## src/clock_offset_estimator_core_defines.svh

```systemverilog
// Assertion macros for the clock offset estimator.
`ifndef CLOCK_OFFSET_ESTIMATOR_CORE_DEFINES_SVH
`define CLOCK_OFFSET_ESTIMATOR_CORE_DEFINES_SVH

// Implication checked on every clock edge outside reset.
`define COE_ASSERT_IMPL(label, clk_s, rst_s, ante, cons, msg) \
  label: assert property (@(posedge clk_s) disable iff (rst_s) (ante) |-> (cons)) \
    else $error(msg);

// Next-cycle implication checked outside reset.
`define COE_ASSERT_NEXT(label, clk_s, rst_s, ante, cons, msg) \
  label: assert property (@(posedge clk_s) disable iff (rst_s) (ante) |=> (cons)) \
    else $error(msg);

`endif

```

## src/coe_pkg.sv

```systemverilog
package coe_pkg;

  localparam int unsigned WindowDepth = 8;
  localparam int unsigned IdxW = (WindowDepth > 1) ? $clog2(WindowDepth) : 1;
  localparam int unsigned CntW = $clog2(WindowDepth + 1);

  typedef enum logic [1:0] {
    CMD_SAMPLE   = 2'd0,
    CMD_ESTIMATE = 2'd1,
    CMD_CLEAR    = 2'd2,
    CMD_NONE     = 2'd3
  } cmd_t;

  typedef enum logic [2:0] {
    ST_OK           = 3'd0,
    ST_RESP_BACK    = 3'd1,
    ST_INIT_BACK    = 3'd2,
    ST_NEG_RTT      = 3'd3,
    ST_OFFSET_RANGE = 3'd4,
    ST_ORIENT_RANGE = 3'd5,
    ST_EMPTY        = 3'd6,
    ST_PEER_RANGE   = 3'd7
  } status_t;

  typedef enum logic [2:0] {
    S_IDLE,
    S_CALC,
    S_CHECK,
    S_SHIFT,
    S_SCAN,
    S_SMOOTH,
    S_DONE
  } state_t;

  typedef struct packed {
    logic [1:0]  cmd;
    logic [63:0] initiator_send_time;
    logic [63:0] responder_receive_time;
    logic [63:0] responder_send_time;
    logic [63:0] initiator_receive_time;
    logic [63:0] local_time;
  } in_item_t;

  typedef struct packed {
    logic [2:0]         status;
    logic signed [63:0] sample_offset;
    logic [63:0]        sample_round_trip;
    logic signed [63:0] smoothed_offset;
    logic [63:0]        minimum_round_trip;
    logic               filter_valid;
    logic [63:0]        peer_time;
  } out_item_t;

  typedef struct packed {
    logic            we;
    logic [IdxW-1:0] waddr;
    logic [63:0]     woff;
    logic [63:0]     wrtt;
    logic [IdxW-1:0] raddr;
  } mem_ctl_t;

endpackage

```

## src/coe_window_ram.sv

```systemverilog
module coe_window_ram (
  input  logic                  clk,
  input  coe_pkg::mem_ctl_t     ctl,
  output logic [63:0]           roff,
  output logic [63:0]           rrtt
);

  logic [127:0] mem [coe_pkg::WindowDepth];

  always_ff @(posedge clk) begin
    if (ctl.we) begin
      mem[ctl.waddr] <= {ctl.woff, ctl.wrtt};
    end
    {roff, rrtt} <= mem[ctl.raddr];
  end

endmodule

```

## config.mk

```make
export PLATFORM = sky130hd
export DESIGN_NAME = coe_window_ram
export DESIGN_NICKNAME = d
export VERILOG_FILES = /design/src/clock_offset_estimator_core_defines.svh /design/src/coe_pkg.sv /design/src/coe_window_ram.sv
export SDC_FILE = /design/constraint.sdc
export NUM_CORES = 1
export LEC_CHECK = 0
export BUFFER_PORTS_ARGS = -buffer_cell sky130_fd_sc_hd__buf_2
export CORE_AREA = 2 2 222 312
export CTS_BUF_LIST = sky130_fd_sc_hd__clkbuf_4 sky130_fd_sc_hd__clkbuf_8
export DETAILED_ROUTE_END_ITERATION = 10
export DIE_AREA = 0 0 224 314
export PLACE_DENSITY = 0.81
export SLEW_MARGIN = 5
export SYNTH_ARGS = -nofsm -noshare
export SYNTH_HDL_FRONTEND = slang
export SYNTH_SLANG_ARGS = --single-unit
```

## constraint.sdc

```tcl
create_clock -name clk -period 11.1 [get_ports clk]
set_input_delay 0.555 -clock clk [delete_from_list [all_inputs] [get_ports clk]]
set_output_delay 0.555 -clock clk [all_outputs]
set_load 0.005 [all_outputs]
```

==> impl_metrics.toml <==
[timing]
timing.fmax_mhz = 321
tns_ns = 0
slew_headroom = 0.238
finalMaxSlewViolations = 0
setup_violations = 0
finClkSkew_ns = 0.0298
worstMarginPinSlew_ns = 1.14
layout_min_cycle_time_ns = 3.12
hold_viol = 0
period_share = 0.281
rsz0062_at_grt = "no"

[logic_synthesis]
ys_top_cells_by_count = "edfxtp_1 (1024), mux4_2 (184), dfxtp_1 (128), mux2_2 (128), mux4_1 (72)"
yosysSeqAreaShare = 0.802
synth_top_area_cell = "edfxtp_1"
netlist_area_um2 = 41600
synthesis.nets = 1756
synth.area.top_cells = "edfxtp_1 (74%), mux4_2 (10%), dfxtp_1 (6.2%)"
yosysMostFrequentCell = "edfxtp_1"
synth-edff-count = 1024
synth.top_cell.area_share = 0.740
synth_flop_cell = "edfxtp_1"
syn-mean-instance-area_um2 = 25.7
synthCells = 1620
ys_seq_elements = 1152
synth_cell_types = 18
async_flop_share = 0
yosysWarnings = 0

[placed_design]
dp_hpwl_mm = 39.1
dp_cells = 2695
dpl-instance-area_um2 = 43500
io_buffers = 263
gp_congestion = 0.692

[setup_path]
critPathLaunchType = "input port"
crit_fanout = 123
path_common_cell = "buf_4"
worstPathRequired_ns = 11.78
path_cells = "buf_8 -> buf_4 -> buf_4 -> mux4_2 -> mux2_2"
critPathKind = "input port to register"
cp.arrival_ns = 3.79
cpMaxStageDelayCell = "buf_4"
max_stage_delay_ns = 0.95
reg2reg_depth = 2
end_kind = "register"

[die]
initial_utilization = 0.616
dieWidth_um = 224
num_rows = 113
die_h_um = 314
core_area_um2 = 67400
num_io_pins = 264
die_area_um2 = 70300

[power_and_ir_drop]
power_leakage_nw = 16.3
cellPowerDensity_nw_per_um2 = 181
peakVddDrop_mv = 0.152
finalPower_mw = 8.68

[route]
drc = 0
drt-total-wl_mm = 79.0
viasPerCell = 5.95
vias = 18600
dr.pass1.iters = 5
ant_nets = 0
post_drt_wl_per_cell_um = 25.3
drtIter0Drc = 1319

[final_layout]
stdcell_count = 3125
num-fill-cells = 3806
nets = 2258
syn_to_final_growth_pct = 15.8
final_area_um2 = 48100
drive_gt1_frac = 0.392

[global_route]
grt.total_usage = 0.232
antenna_found_initial = 9
grt_pass1_vias = 20400
grt_first_pass_wirelength_mm = 119
gr-total-overflow = 0
grt_max_degree = 129

[clocking]
clock_sinks = 1152
cts_tree = "built"
path_clk_slew_ns = 0.06
clk_latency_ns = 0.82
numCtsBuffers = 159
clockRootBuffer = "clkbuf_8"
cts.htree.levels = 4
clk_path_buf_depth = 3

[worst_hold_path]
min_path_cells = 2
hp-class = "input port to register"

[job]
max-cap-violations = 0

[status]
status = "finished, final reports clean"
per-layer routing:
metal / part of all wire / wire [µm] / global-route usage / vias up
li1: - / - / - / 7964
met3: 0.062 / 4860 / 0.0552 / 190
met4: 0.032 / 2560 / 0.106 / 4
met2: 0.53 / 41600 / 0.397 / 651
met5: 0.00033 / 26 / 0 / -
met1: 0.38 / 30000 / 0.281 / 9797
flip-flops by register name (all words and copies together), names as in the netlist:
signal and flops:
mem 1024, rrtt 64, roff 64
per-stage QoR:
step / hold WS [ns] / utilization / setup WS [ns]
5_1_grt: 0.192 / 0.713 / 7.83
6_report: 0.237 / 0.713 / 7.98
3_3_place_gp: 0.648 / 0.646 / 7.15
3_5_place_dp: 0.655 / 0.646 / 7.06
4_1_cts: 0.148 / 0.713 / 7.97
2_1_floorplan: 0.641 / - / 0.937
final cells by class:
type / count / area, µm² / share of cell area
Clock buffer: 253 / 3000 / 0.0624
Sequential cell: 1152 / 33300 / 0.693
Clock inverter: 42 / 260 / 0.00541
Timing Repair Buffer: 412 / 2840 / 0.0591
Multi-Input combinational cell: 397 / 7590 / 0.158
Antenna cell: 7 / 17.5 / 0.000364
Tap cell: 862 / 1080 / 0.0224
cell usage in the layout, fill, tap and decap left out:
cell type	count
mux4_2	184
mux2_2	128
nor2_4	6
bufinv_16	1
diode_2	7
inv_6	3
buf_12	5
edfxtp_1	1024
nand2_1	2
inv_8	2
nand2b_1	3
clkinv_1	15
buf_6	1
dfxtp_1	128
dlygate4sd3_1	128
clkbuf_8	176
mux4_1	72
clkinvlp_4	8
buf_8	2
buf_4	16
clkinv_2	13
buf_2	260
clkbuf_4	77
nor3_2	2
kinds of logic after synthesis:
logic type,Yosys count,share of synthesized area
and+or+nand+nor,13,0.00142
buffers and inverters,71,0.0170
DFF,1152,0.802
muxes,384,0.180
worst max-delay path: cells and delay by family:
family / cells / cell delay, ns
buffers and inverters: 3 / 2.41
muxes: 2 / 0.69
where the power goes:
part	leakage [nW]	internal (mW)	total (mW)	switching, mW
sequential	10.4	4.90	4.95	0.0503
clock	1.74	1.75	3.26	1.51
combinational	4.16	0.241	0.478	0.237
repair_timing:
action	CTS	global route
setup buffers	0	0
endpoints found under the hold margin	1024	0
resized for setup	0	0
setup endpoints to repair	0	0
hold buffers	128	0
worst paths after layout:
path | startpoint | to | slack (ns)
worst max-delay path | ctl[2] | rrtt[54] | 7.98
worst max register to register | mem[1][31] | rrtt[31] | 9.73
worst min-delay path | ctl[1] | rrtt[0] | 0.24
worst min register to register | mem[2][101] | roff[37] | 0.65
No activity file was read; power rests on OpenSTA's default activity.
