$ cat src/clock_offset_estimator_core_defines.svh
// Assertion macros for the clock offset estimator.
`ifndef CLOCK_OFFSET_ESTIMATOR_CORE_DEFINES_SVH
`define CLOCK_OFFSET_ESTIMATOR_CORE_DEFINES_SVH

// Implication checked on every clock edge outside reset.
`define COE_ASSERT_IMPL(label, clk_s, rst_s, ante, cons, msg) \
  label: assert property (@(posedge clk_s) disable iff (rst_s) (ante) |-> (cons)) \
    else $error(msg);

// Next-cycle implication checked outside reset.
`define COE_ASSERT_NEXT(label, clk_s, rst_s, ante, cons, msg) \
  label: assert property (@(posedge clk_s) disable iff (rst_s) (ante) |=> (cons)) \
    else $error(msg);

`endif

$ cat src/coe_pkg.sv
package coe_pkg;

  localparam int unsigned WindowDepth = 8;
  localparam int unsigned IdxW = (WindowDepth > 1) ? $clog2(WindowDepth) : 1;
  localparam int unsigned CntW = $clog2(WindowDepth + 1);

  typedef enum logic [1:0] {
    CMD_SAMPLE   = 2'd0,
    CMD_ESTIMATE = 2'd1,
    CMD_CLEAR    = 2'd2,
    CMD_NONE     = 2'd3
  } cmd_t;

  typedef enum logic [2:0] {
    ST_OK           = 3'd0,
    ST_RESP_BACK    = 3'd1,
    ST_INIT_BACK    = 3'd2,
    ST_NEG_RTT      = 3'd3,
    ST_OFFSET_RANGE = 3'd4,
    ST_ORIENT_RANGE = 3'd5,
    ST_EMPTY        = 3'd6,
    ST_PEER_RANGE   = 3'd7
  } status_t;

  typedef enum logic [2:0] {
    S_IDLE,
    S_CALC,
    S_CHECK,
    S_SHIFT,
    S_SCAN,
    S_SMOOTH,
    S_DONE
  } state_t;

  typedef struct packed {
    logic [1:0]  cmd;
    logic [63:0] initiator_send_time;
    logic [63:0] responder_receive_time;
    logic [63:0] responder_send_time;
    logic [63:0] initiator_receive_time;
    logic [63:0] local_time;
  } in_item_t;

  typedef struct packed {
    logic [2:0]         status;
    logic signed [63:0] sample_offset;
    logic [63:0]        sample_round_trip;
    logic signed [63:0] smoothed_offset;
    logic [63:0]        minimum_round_trip;
    logic               filter_valid;
    logic [63:0]        peer_time;
  } out_item_t;

  typedef struct packed {
    logic            we;
    logic [IdxW-1:0] waddr;
    logic [63:0]     woff;
    logic [63:0]     wrtt;
    logic [IdxW-1:0] raddr;
  } mem_ctl_t;

endpackage

$ cat src/coe_sample_calc.sv
module coe_sample_calc (
  input  logic               clk,
  input  coe_pkg::in_item_t  item,
  input  logic               responder,
  output logic [2:0]         status,
  output logic [63:0]        off,
  output logic [63:0]        rtt
);

  logic [64:0] rsum;
  logic [64:0] isum;
  logic        neg;
  logic [64:0] diff;
  logic [63:0] half;
  logic [63:0] d21;
  logic [63:0] d30;
  logic [63:0] soff;
  logic [2:0]  st;

  always_comb begin
    rsum = {1'b0, item.responder_receive_time} + {1'b0, item.responder_send_time};
    isum = {1'b0, item.initiator_send_time} + {1'b0, item.initiator_receive_time};
    neg  = rsum < isum;
    diff = neg ? (isum - rsum) : (rsum - isum);
    half = diff[64:1];
    d21  = item.responder_send_time - item.responder_receive_time;
    d30  = item.initiator_receive_time - item.initiator_send_time;
    soff = neg ? (64'd0 - half) : half;
    st   = coe_pkg::ST_OK;
    priority if (item.responder_send_time < item.responder_receive_time) begin
      st = coe_pkg::ST_RESP_BACK;
    end else if (item.initiator_receive_time < item.initiator_send_time) begin
      st = coe_pkg::ST_INIT_BACK;
    end else if (d21 > d30) begin
      st = coe_pkg::ST_NEG_RTT;
    end else if ((!neg && half[63]) || (neg && half > 64'h8000_0000_0000_0000)) begin
      st = coe_pkg::ST_OFFSET_RANGE;
    end else if (responder && soff == 64'h8000_0000_0000_0000) begin
      st = coe_pkg::ST_ORIENT_RANGE;
    end
  end

  always_ff @(posedge clk) begin
    status <= st;
    off    <= responder ? (64'd0 - soff) : soff;
    rtt    <= d30 - d21;
  end

endmodule

$ cat config.mk
export PLATFORM = sky130hd
export DESIGN_NAME = coe_sample_calc
export DESIGN_NICKNAME = d
export VERILOG_FILES = /design/src/clock_offset_estimator_core_defines.svh /design/src/coe_pkg.sv /design/src/coe_sample_calc.sv
export SDC_FILE = /design/constraint.sdc
export NUM_CORES = 1
export LEC_CHECK = 0
export CORE_MARGIN = 2
export CORE_UTILIZATION = 35
export CTS_BUF_LIST = sky130_fd_sc_hd__clkbuf_8
export DETAILED_ROUTE_END_ITERATION = 8
export DONT_BUFFER_PORTS = 1
export GPL_ROUTABILITY_DRIVEN = 0
export GPL_TIMING_DRIVEN = 1
export SLEW_MARGIN = 40
export SYNTH_ARGS = -nofsm -noshare
export SYNTH_HDL_FRONTEND = slang
export SYNTH_SLANG_ARGS = --single-unit
$ cat constraint.sdc
create_clock -name clk -period 32.2 [get_ports clk]
set_input_delay 3.22 -clock clk [delete_from_list [all_inputs] [get_ports clk]]
set_output_delay 3.22 -clock clk [all_outputs]
set_load 0.05 [all_outputs]
==> results of run 1 <==
final timing paths:
path                      start        end  slack (ns)  cells after the start
worst min-delay path  responder    off[53]        2.80                      2
worst max-delay path  item[128]  status[2]       16.67                     49
power groups by stage:
stage | Combinational, mW | Sequential, mW | Clock, mW
after floorplan | 1.67 | 0.585 | 0
after global placement | 2.18 | 0.627 | 0
after detailed placement | 2.20 | 0.625 | 0
after CTS | 2.21 | 0.621 | 0.179
after global routing | 2.47 | 0.626 | 0.183
final | 2.27 | 0.617 | 0.171
through the flow:
step / utilization, % / instances / power [mW] / instance area, µm² / hold slack, ns
floorplan: - / 4772 / 2.26 / 33200 / 3.55
global placement: 36.4 / 5850 / 2.80 / 34000 / 3.38
detailed placement: 36.4 / 5850 / 2.82 / 34100 / 3.39
CTS: 36.8 / 5882 / 3.01 / 34500 / 2.75
global route: 36.9 / 5884 / 3.28 / 34500 / 2.76
finish: 36.9 / 5884 / 3.06 / 34500 / 2.80
logic make-up after synthesis:
| group | after synthesis | share of synthesized area (%) |
|---|---|---|
| DFF | 131 | 7.91 |
| and+or+nand+nor | 1405 | 21.6 |
| xor gates and xnor gates | 494 | 13.1 |
| muxes | 14 | 0.479 |
| buffers and inverters | 626 | 7.42 |
| adders and majority gates | 456 | 17.4 |
| AOI/OAI and AO/OA | 1646 | 32.2 |
per-layer routing:
metal / wire length (µm) / share of wire (%) / global-route usage [%] / up-vias
li1: - / - / - / 16800
met1: 55300 / 45 / 32.8 / 16100
met2: 52300 / 43 / 37.2 / 1443
met3: 10400 / 8.5 / 5.19 / 184
met4: 4100 / 3.4 / 8.10 / 0
met5: 0 / 0 / 0 / -
final cells by class:
type                    count  area (µm²)
fillers                 10200       59100
multi-input cells        4015       28100
clock buffers              17         234
flip-flops and latches    131        2620
clock inverters            15         193
inverters                 437        1640
diodes                      1        2.50
well taps                1254        1570
repair buffers             14         103
cells in the final DEF (no fill, tap or decap), types with 120 or more instances in the layout:
| master | Yosys | routed |
|---|---|---|
| sky130_fd_sc_hd__a21o_1 | 151 | 151 |
| sky130_fd_sc_hd__a21oi_1 | 538 | 538 |
| sky130_fd_sc_hd__dfxtp_1 | 131 | 131 |
| sky130_fd_sc_hd__ha_1 | 449 | 449 |
| sky130_fd_sc_hd__inv_1 | 432 | 432 |
| sky130_fd_sc_hd__nand2_1 | 307 | 307 |
| sky130_fd_sc_hd__nor2_1 | 414 | 413 |
| sky130_fd_sc_hd__nor3_1 | 121 | 120 |
| sky130_fd_sc_hd__o21ai_0 | 298 | 294 |
| sky130_fd_sc_hd__o21bai_1 | 130 | 130 |
| sky130_fd_sc_hd__xnor2_1 | 378 | 378 |
flip-flops by register name, indices dropped and copies added (netlist names):
name    count
off        64
rtt        64
status      3
==> impl.org, run 1 <==
** Timing
- Setup violations remaining at the end of the flow were counted as 0.
- Counting I/O delays and the setup requirement, the final critical path takes 15.53 ns.
- The final max-slew violation count is 0.
- Worst slew margin relative to its limit :: 40.2%
- Number of hold violations in the final report :: 0
- Highest attainable clock frequency :: around 0.064 GHz
- In the post-route analysis, the smallest setup slack over all paths is 16.67 ns.
- After layout, the worst path uses 48.2% of the clock period.
- For the pin with the worst max-slew slack, the measured transition is approximately 0.9 ns.
- Setup repair after global routing left no endpoint under its margin.
- After routing, the total negative slack on setup checks comes to 0 ns.

** Placement
- Sum of net half-perimeters after detailed placement :: 103000 µm
- Prior to clock tree synthesis, the placed netlist has a worst setup slack of around 16 ns.
- The count of buffers added on input and output ports is 0.

** Setup path
- Counting stages on the worst path, the most repeated cell is sky130_fd_sc_hd__nand2_1.
- In this design, the stage delay of the slowest critical-path cell is 0.74 ns.
- For the worst setup path, the data required time is ~33 ns.
- STA puts the critical path data arrival time at between 15 and 20 ns.
- In this design, the largest share of critical-path delay is due to compound AO/OA/AOI/OAI gates.
- The number of buffers and inverters on the critical path is 6.
- Worst Setup Start Kind :: primary input
- The critical path is of the in -> reg type.
- CP Max Fanout :: 37
- Worst Setup End Kind :: flop
- Highest-delay cell along the critical path :: sky130_fd_sc_hd__o41ai_1

** Layout
- The area growth from synthesis to layout is 4.04%.
- For this run, the post-layout net count is 5396.
- Share of post-route cells with drive strength above 1 :: between 3 and 4%

** Floorplan
- Starting Density :: between 30 and 40%
- Core Region :: ~94000 µm²
- Area of the die :: roughly 97000 µm²
- Measured along the x axis, the die boundary spans ~310 µm.
- In this run the vertical extent of the chip is around 310 µm.
- 455 I/O pins were placed.
- The floorplan has 112 rows.

** Detailed routing
- Number of nets with antenna violations after routing :: 0
- Remaining design rule violation count :: 0
- First-pass detailed-route iteration total :: 6
- After detailed routing, the average wire length per cell comes to 20.7 µm.
- Using the TritonRoute via totals, the vias-per-cell ratio works out to 5.87.
- Total detailed-routing wirelength :: 122000 µm
- After the first detailed-routing iteration, the DRC count stood at 3429.
- Total via count after detailed routing :: 34500

** Pwr
- Switching power :: 1.92 mW
- Portion of total power attributed to sequential cells :: 20.2%
- Cell internal power was estimated by the tool at between 1 and 1.5 mW.
- Of the total power, the share spent switching nets is 62.7%.
- Clk network pwr share :: approximately 5.6%
- Combinational logic burns about three quarters of the power.
- Across the VDD grid, the largest voltage drop is 0.0519 mV.
- In this run the static leakage power is 14.8 nW.
- Total power divided by cell area :: 88.7 nW/µm²

** Yosys
- Library cell with the largest summed area after synthesis :: sky130_fd_sc_hd__ha_1
- Yosys instantiated no cell more often than sky130_fd_sc_hd__a21oi_1.
- The share of the Yosys chip area taken by registers is 7.91%.
- Synth top area cells :: sky130_fd_sc_hd__ha_1 17%, sky130_fd_sc_hd__xnor2_1 10%, sky130_fd_sc_hd__a21oi_1 8.1%
- Most frequent cells after synthesis :: 538 x sky130_fd_sc_hd__a21oi_1, 449 x sky130_fd_sc_hd__ha_1, 432 x sky130_fd_sc_hd__inv_1, 414 x sky130_fd_sc_hd__nor2_1, 378 x sky130_fd_sc_hd__xnor2_1
- In the synthesized netlist the async set-or-reset flop fraction comes to 0%.
- Cell count after synthesis :: 4772
- Yosys warning count :: 0
- Cell area after technology mapping :: 33200 µm²
- Net count after synthesis :: 5552
- Number of synthesized flops with an enable pin :: 0
- After synthesis, the netlist uses 122 different library cells.
- Number of flip-flops and latches in the synthesized netlist :: 131
- Averaged over all synthesized cells, the footprint is 6.95 µm².
- Leading register cell type out of synthesis :: sky130_fd_sc_hd__dfxtp_1
- Of the post-synthesis cell area, the dominant cell type holds 16.9%.

** Global route
- Initial antenna violation count :: 1
- Total overflow reported by the global router :: 0
- Across every metal layer, demand over resource in global routing totals 24.0%.
- Entering global routing, the biggest net connects 66 pins.
- Wire length of the first global-routing pass :: 186000 µm
- The number of global-route vias before repair was 31800.

** Run
- The tool flagged a number of max-cap violations equal to 0.

** Clock network
- Num Clock Sinks :: 131
- Clock transition at the registers of the reported paths :: 0.09 ns
- Clock tree from TritonCTS :: yes
- Clock tree synthesis inserted a total of 17 buffers.
- Gates resized during post-CTS repair numbered 0.
- Once the clock tree was built, the setup fixing pass inserted 0 buffers.
- Clock root buffer master :: sky130_fd_sc_hd__clkbuf_8
- CTS built an H-tree with a depth of 4.
- Number of buffers inserted for hold repair after clock tree synthesis :: 0
- CTS max path bufs :: 2

** Min path
- Hold Crit Class :: in -> reg

** Outcome
- The run finished with clean final reports.
Power figures use the tool's default switching activity.
==> inputs of run 2 (changes only) <==
- ABC_AREA: not set -> 1
- clock period: 32.2 -> 13.3 ns (I/O delays scaled with it)
==> run 2 against run 1 <==
Against the previous run:
- first-iteration DRC count is 45% higher
- sequential power increased by 130%
- sequential cell count unchanged
- power grew to 2.6 times the previous value
- clock-buffer cell count up 2
- wire length rose by 33%
- design area up 18%
- worst setup slack got worse by 14 ns
- critical path depth is 3 lower
==> impl.org, run 2 <==
** Outcome
- The run finished with clean final reports.

** Yosys
- In this run, distinct cell masters in the synthesized netlist total 62.
- Cell area after technology mapping :: 39100 µm²
- A synthesized cell averages 5.34 µm².
- Sequential share of the synthesized area :: around 6.7%
- Synth top area cells :: sky130_fd_sc_hd__nand2_1 19%, sky130_fd_sc_hd__inv_1 15%, sky130_fd_sc_hd__ha_1 14%
- Counting flops and latches in the post-synthesis netlist gives 131.
- In the synthesized netlist the dominant register cell turns out to be sky130_fd_sc_hd__dfxtp_1.
- Cell count after synthesis :: 7331
- Most instantiated library cell after synthesis :: sky130_fd_sc_hd__nand2_1
- In this run, synthesis inferred 0 flip-flops with an integrated enable.
- The share of synthesized area in the top cell type comes to a little under a fifth.
- Most frequent cells after synthesis :: 1997 x sky130_fd_sc_hd__nand2_1, 1584 x sky130_fd_sc_hd__inv_1, 793 x sky130_fd_sc_hd__nor2_1, 601 x sky130_fd_sc_hd__a21oi_1, 449 x sky130_fd_sc_hd__ha_1
- Of all flip-flops after synthesis, the portion carrying an async set or reset was 0%.
- Library cell with the largest summed area after synthesis :: sky130_fd_sc_hd__nand2_1
- When the netlist entered floorplanning its net count stood at ~8100.
- For this run, the number of Yosys warnings is 0.

** Timing
- Final critical path time including I/O delays and setup :: roughly 11 ns
- RSZ-0062 raised after global routing :: false
- Number of max-slew violations in the final report :: 0
- Worst slew margin relative to its limit :: 38.6%
- For the pin with the worst max-slew slack, the measured transition is 0.913 ns.
- After layout, the worst path uses 83.2% of the clock period.
- Highest attainable clock frequency :: 0.0904 GHz
- The number of hold-slack violations in the final timing report came to 0.
- Worst-case hold slack :: approximately 0.91 ns
- Number of failing setup endpoints in the final timing report :: 0
- After routing, the total negative slack on setup checks comes to 0 ns.

** Floorplan
- For this configuration, the core starts out at a cell density of 35.3%.
- Die outline width :: approximately 340 µm
- Placement row count :: 122
- Area of the die :: 115000 µm²
- Chip height :: 338 µm
- After floorplanning, the core was sized to cover 111000 µm².
- around 460 I/O pins were placed.

** Placement
- The number of placed instances, taps included, is approximately 8700.
- Buffers added on ports :: 0
- Detailed placement finished with a half-perimeter wire length of 141000 µm.

** Clock network
- Counting along the longest clock path gives a buffer depth of 2.
- TritonCTS built the clock tree.
- In this run, post-CTS repair resized a total of 0 instances.
- Clock root buffer master :: sky130_fd_sc_hd__clkbuf_8
- Number of buffers inserted to repair setup after CTS :: 0
- Level count of the clock H-tree :: 4
- CTS saw 131 sinks.
- Number of buffers inserted for hold repair after clock tree synthesis :: 0
- Clock transition at the registers of the reported paths :: 0.11 ns
- CTS Buf Count :: 17

** Layout
- Filler cell count :: around 13000
- Commonest non-fill, non-tap cell in the layout :: sky130_fd_sc_hd__nand2_1
- The top cell types in the final layout, fill and taps aside, are 1997 x sky130_fd_sc_hd__nand2_1, 1586 x sky130_fd_sc_hd__inv_1, 793 x sky130_fd_sc_hd__nor2_1, 601 x sky130_fd_sc_hd__a21oi_1, 449 x sky130_fd_sc_hd__ha_1.
- Cells with a size suffix above 1 make up under 10% of the layout.
- The finished layout holds 8712 standard cells, fillers aside.
- For this run, the post-layout net count is 7990.
- Summing all flip-flop and latch instances after layout gives 2620 µm².
- Cells fill 36.9% of the core in the end.
- Top Registers :: off: 64 flops, rtt: 64 flops, status: 3 flops
- Total area of multi-input combinational cells :: 29900 µm²
- The area growth from synthesis to layout is 4.40%.

** Pwr
- Portion of total power attributed to sequential cells :: 18.1%
- Clk network pwr share :: 5.1%
- The share of total power dissipated in combinational logic is 76.8%.
- For this design the ratio of total power to cell area is between 150 and 200 nW/µm².
- The analysis attributes to cell leakage a power of 23.2 nW.
- The internal power of the cells totals 2.61 mW.
- Switching power :: roughly 5.4 mW
- Switching part of the total power :: around two thirds
- Across the VDD grid, the largest voltage drop is ~0.15 mV.
- Overall power of the completed layout :: around 8.0 mW

** Global route
- Entering global routing, the biggest net connects between 90 and 100 pins.
- Tot GR Track Use :: a little over a quarter
- The first global-routing pass estimated 242000 µm of wire.
- The number of antenna violations at the first check in global routing was 2.
- The number of global-route vias before repair is 43200.
- Total overflow reported by the global router :: 0

** Setup path
- The critical path starts at item[128].
- Worst Setup End Kind :: flop
- By instance count, the cell type seen most on the critical path is sky130_fd_sc_hd__nand2_1.
- The critical path is of the in -> reg type.
- CP Max Fanout :: 71
- Required time worst endpoint :: 13.87 ns
- For the worst setup path, the data arrival time is 11.63 ns.
- The largest single stage delay on the critical path is 0.56 ns.
- The worst setup path is launched from a primary input.
- Among all stages on the critical path, the largest delay is contributed by sky130_fd_sc_hd__o21ai_0.

** Detailed routing
- For this run, design rule violations remaining after detail routing come to 0.
- Vias/cell :: 5.26
- Summed over all layers, the routed wires come to 162000 µm.
- Post-DR wirelength/cell :: 18.6 µm
- Detailed Route Iter0 Violations :: 4974
- Number of nets with antenna violations after routing :: 0
- The routed layout has 45800 vias.
- For this run, the detailed router's first-pass iteration total came to 8.

** Run
- Max capacitance violation total :: 0

** Min path
- Hold Path Origin :: responder
- Hold Crit Class :: in -> reg
==> run 2: metal layers <==
layer	part of all wire [%]	wire, µm	GRT usage (%)	vias up
met5	0.012	20	0	-
met4	6.4	10400	15.0	2
met3	8.9	14500	5.60	467
met2	45	72500	44.9	2138
met1	40	64600	32.4	20700
li1	-	-	-	22500
==> run 2: kinds of logic (layout without fill, tap and decap cells) <==
| family | Yosys count | in the layout | synth area share (%) |
|---|---|---|---|
| buf+inv | 1747 | 1639 | 17.0 |
| flops | 131 | 131 | 6.70 |
| simple gates | 3488 | 3488 | 37.1 |
| xor+xnor | 380 | 380 | 8.50 |
| other cells | 0 | 1 | 0 |
| fa+ha+maj | 456 | 456 | 14.7 |
| compound gates | 1129 | 1129 | 16.0 |
==> run 2: final timing paths <==
path                         to  slack (ns)  cells after the start
worst max-delay path  status[0]        2.24                     46
worst min-delay path    off[37]        0.91                      2
==> run 2: area by class of cell <==
type	instances	area share, %
antenna	1	0.00612
clock inverter	13	0.447
timing repair buffer	3	0.0857
inverter	1604	14.7
clock buffer	19	0.640
multi-input combinational	5453	73.1
tap	1488	4.56
sequential	131	6.42
==> run 2: power groups by stage <==
stage / sequential [mW] / clock (mW) / combinational, mW
after floorplan: 1.42 / 0 / 4.28
after global placement: 1.47 / 0 / 5.87
after detailed placement: 1.46 / 0 / 5.92
after CTS: 1.46 / 0.434 / 5.96
after global routing: 1.46 / 0.441 / 6.77
final: 1.44 / 0.411 / 6.13
==> run 2: worst max-delay path: cells and delay by family <==
family | cells | cell delay, ns
adders and majority gates | 4 | 1.19
buffers and inverters | 2 | 0.13
xor gates and xnor gates | 1 | 0.44
AOI/OAI and AO/OA | 12 | 3.43
and+or+nand+nor | 27 | 5.04
==> run 2: per-stage QoR <==
| step | worst slack, ns | cell area (µm²) |
|---|---|---|
| 2_1_floorplan | 5.17 | 39100 |
| 3_3_place_gp | 1.80 | 40400 |
| 3_5_place_dp | 1.74 | 40400 |
| 4_1_cts | 2.41 | 40800 |
| 5_1_grt | 1.60 | 40900 |
| 6_report | 2.24 | 40900 |
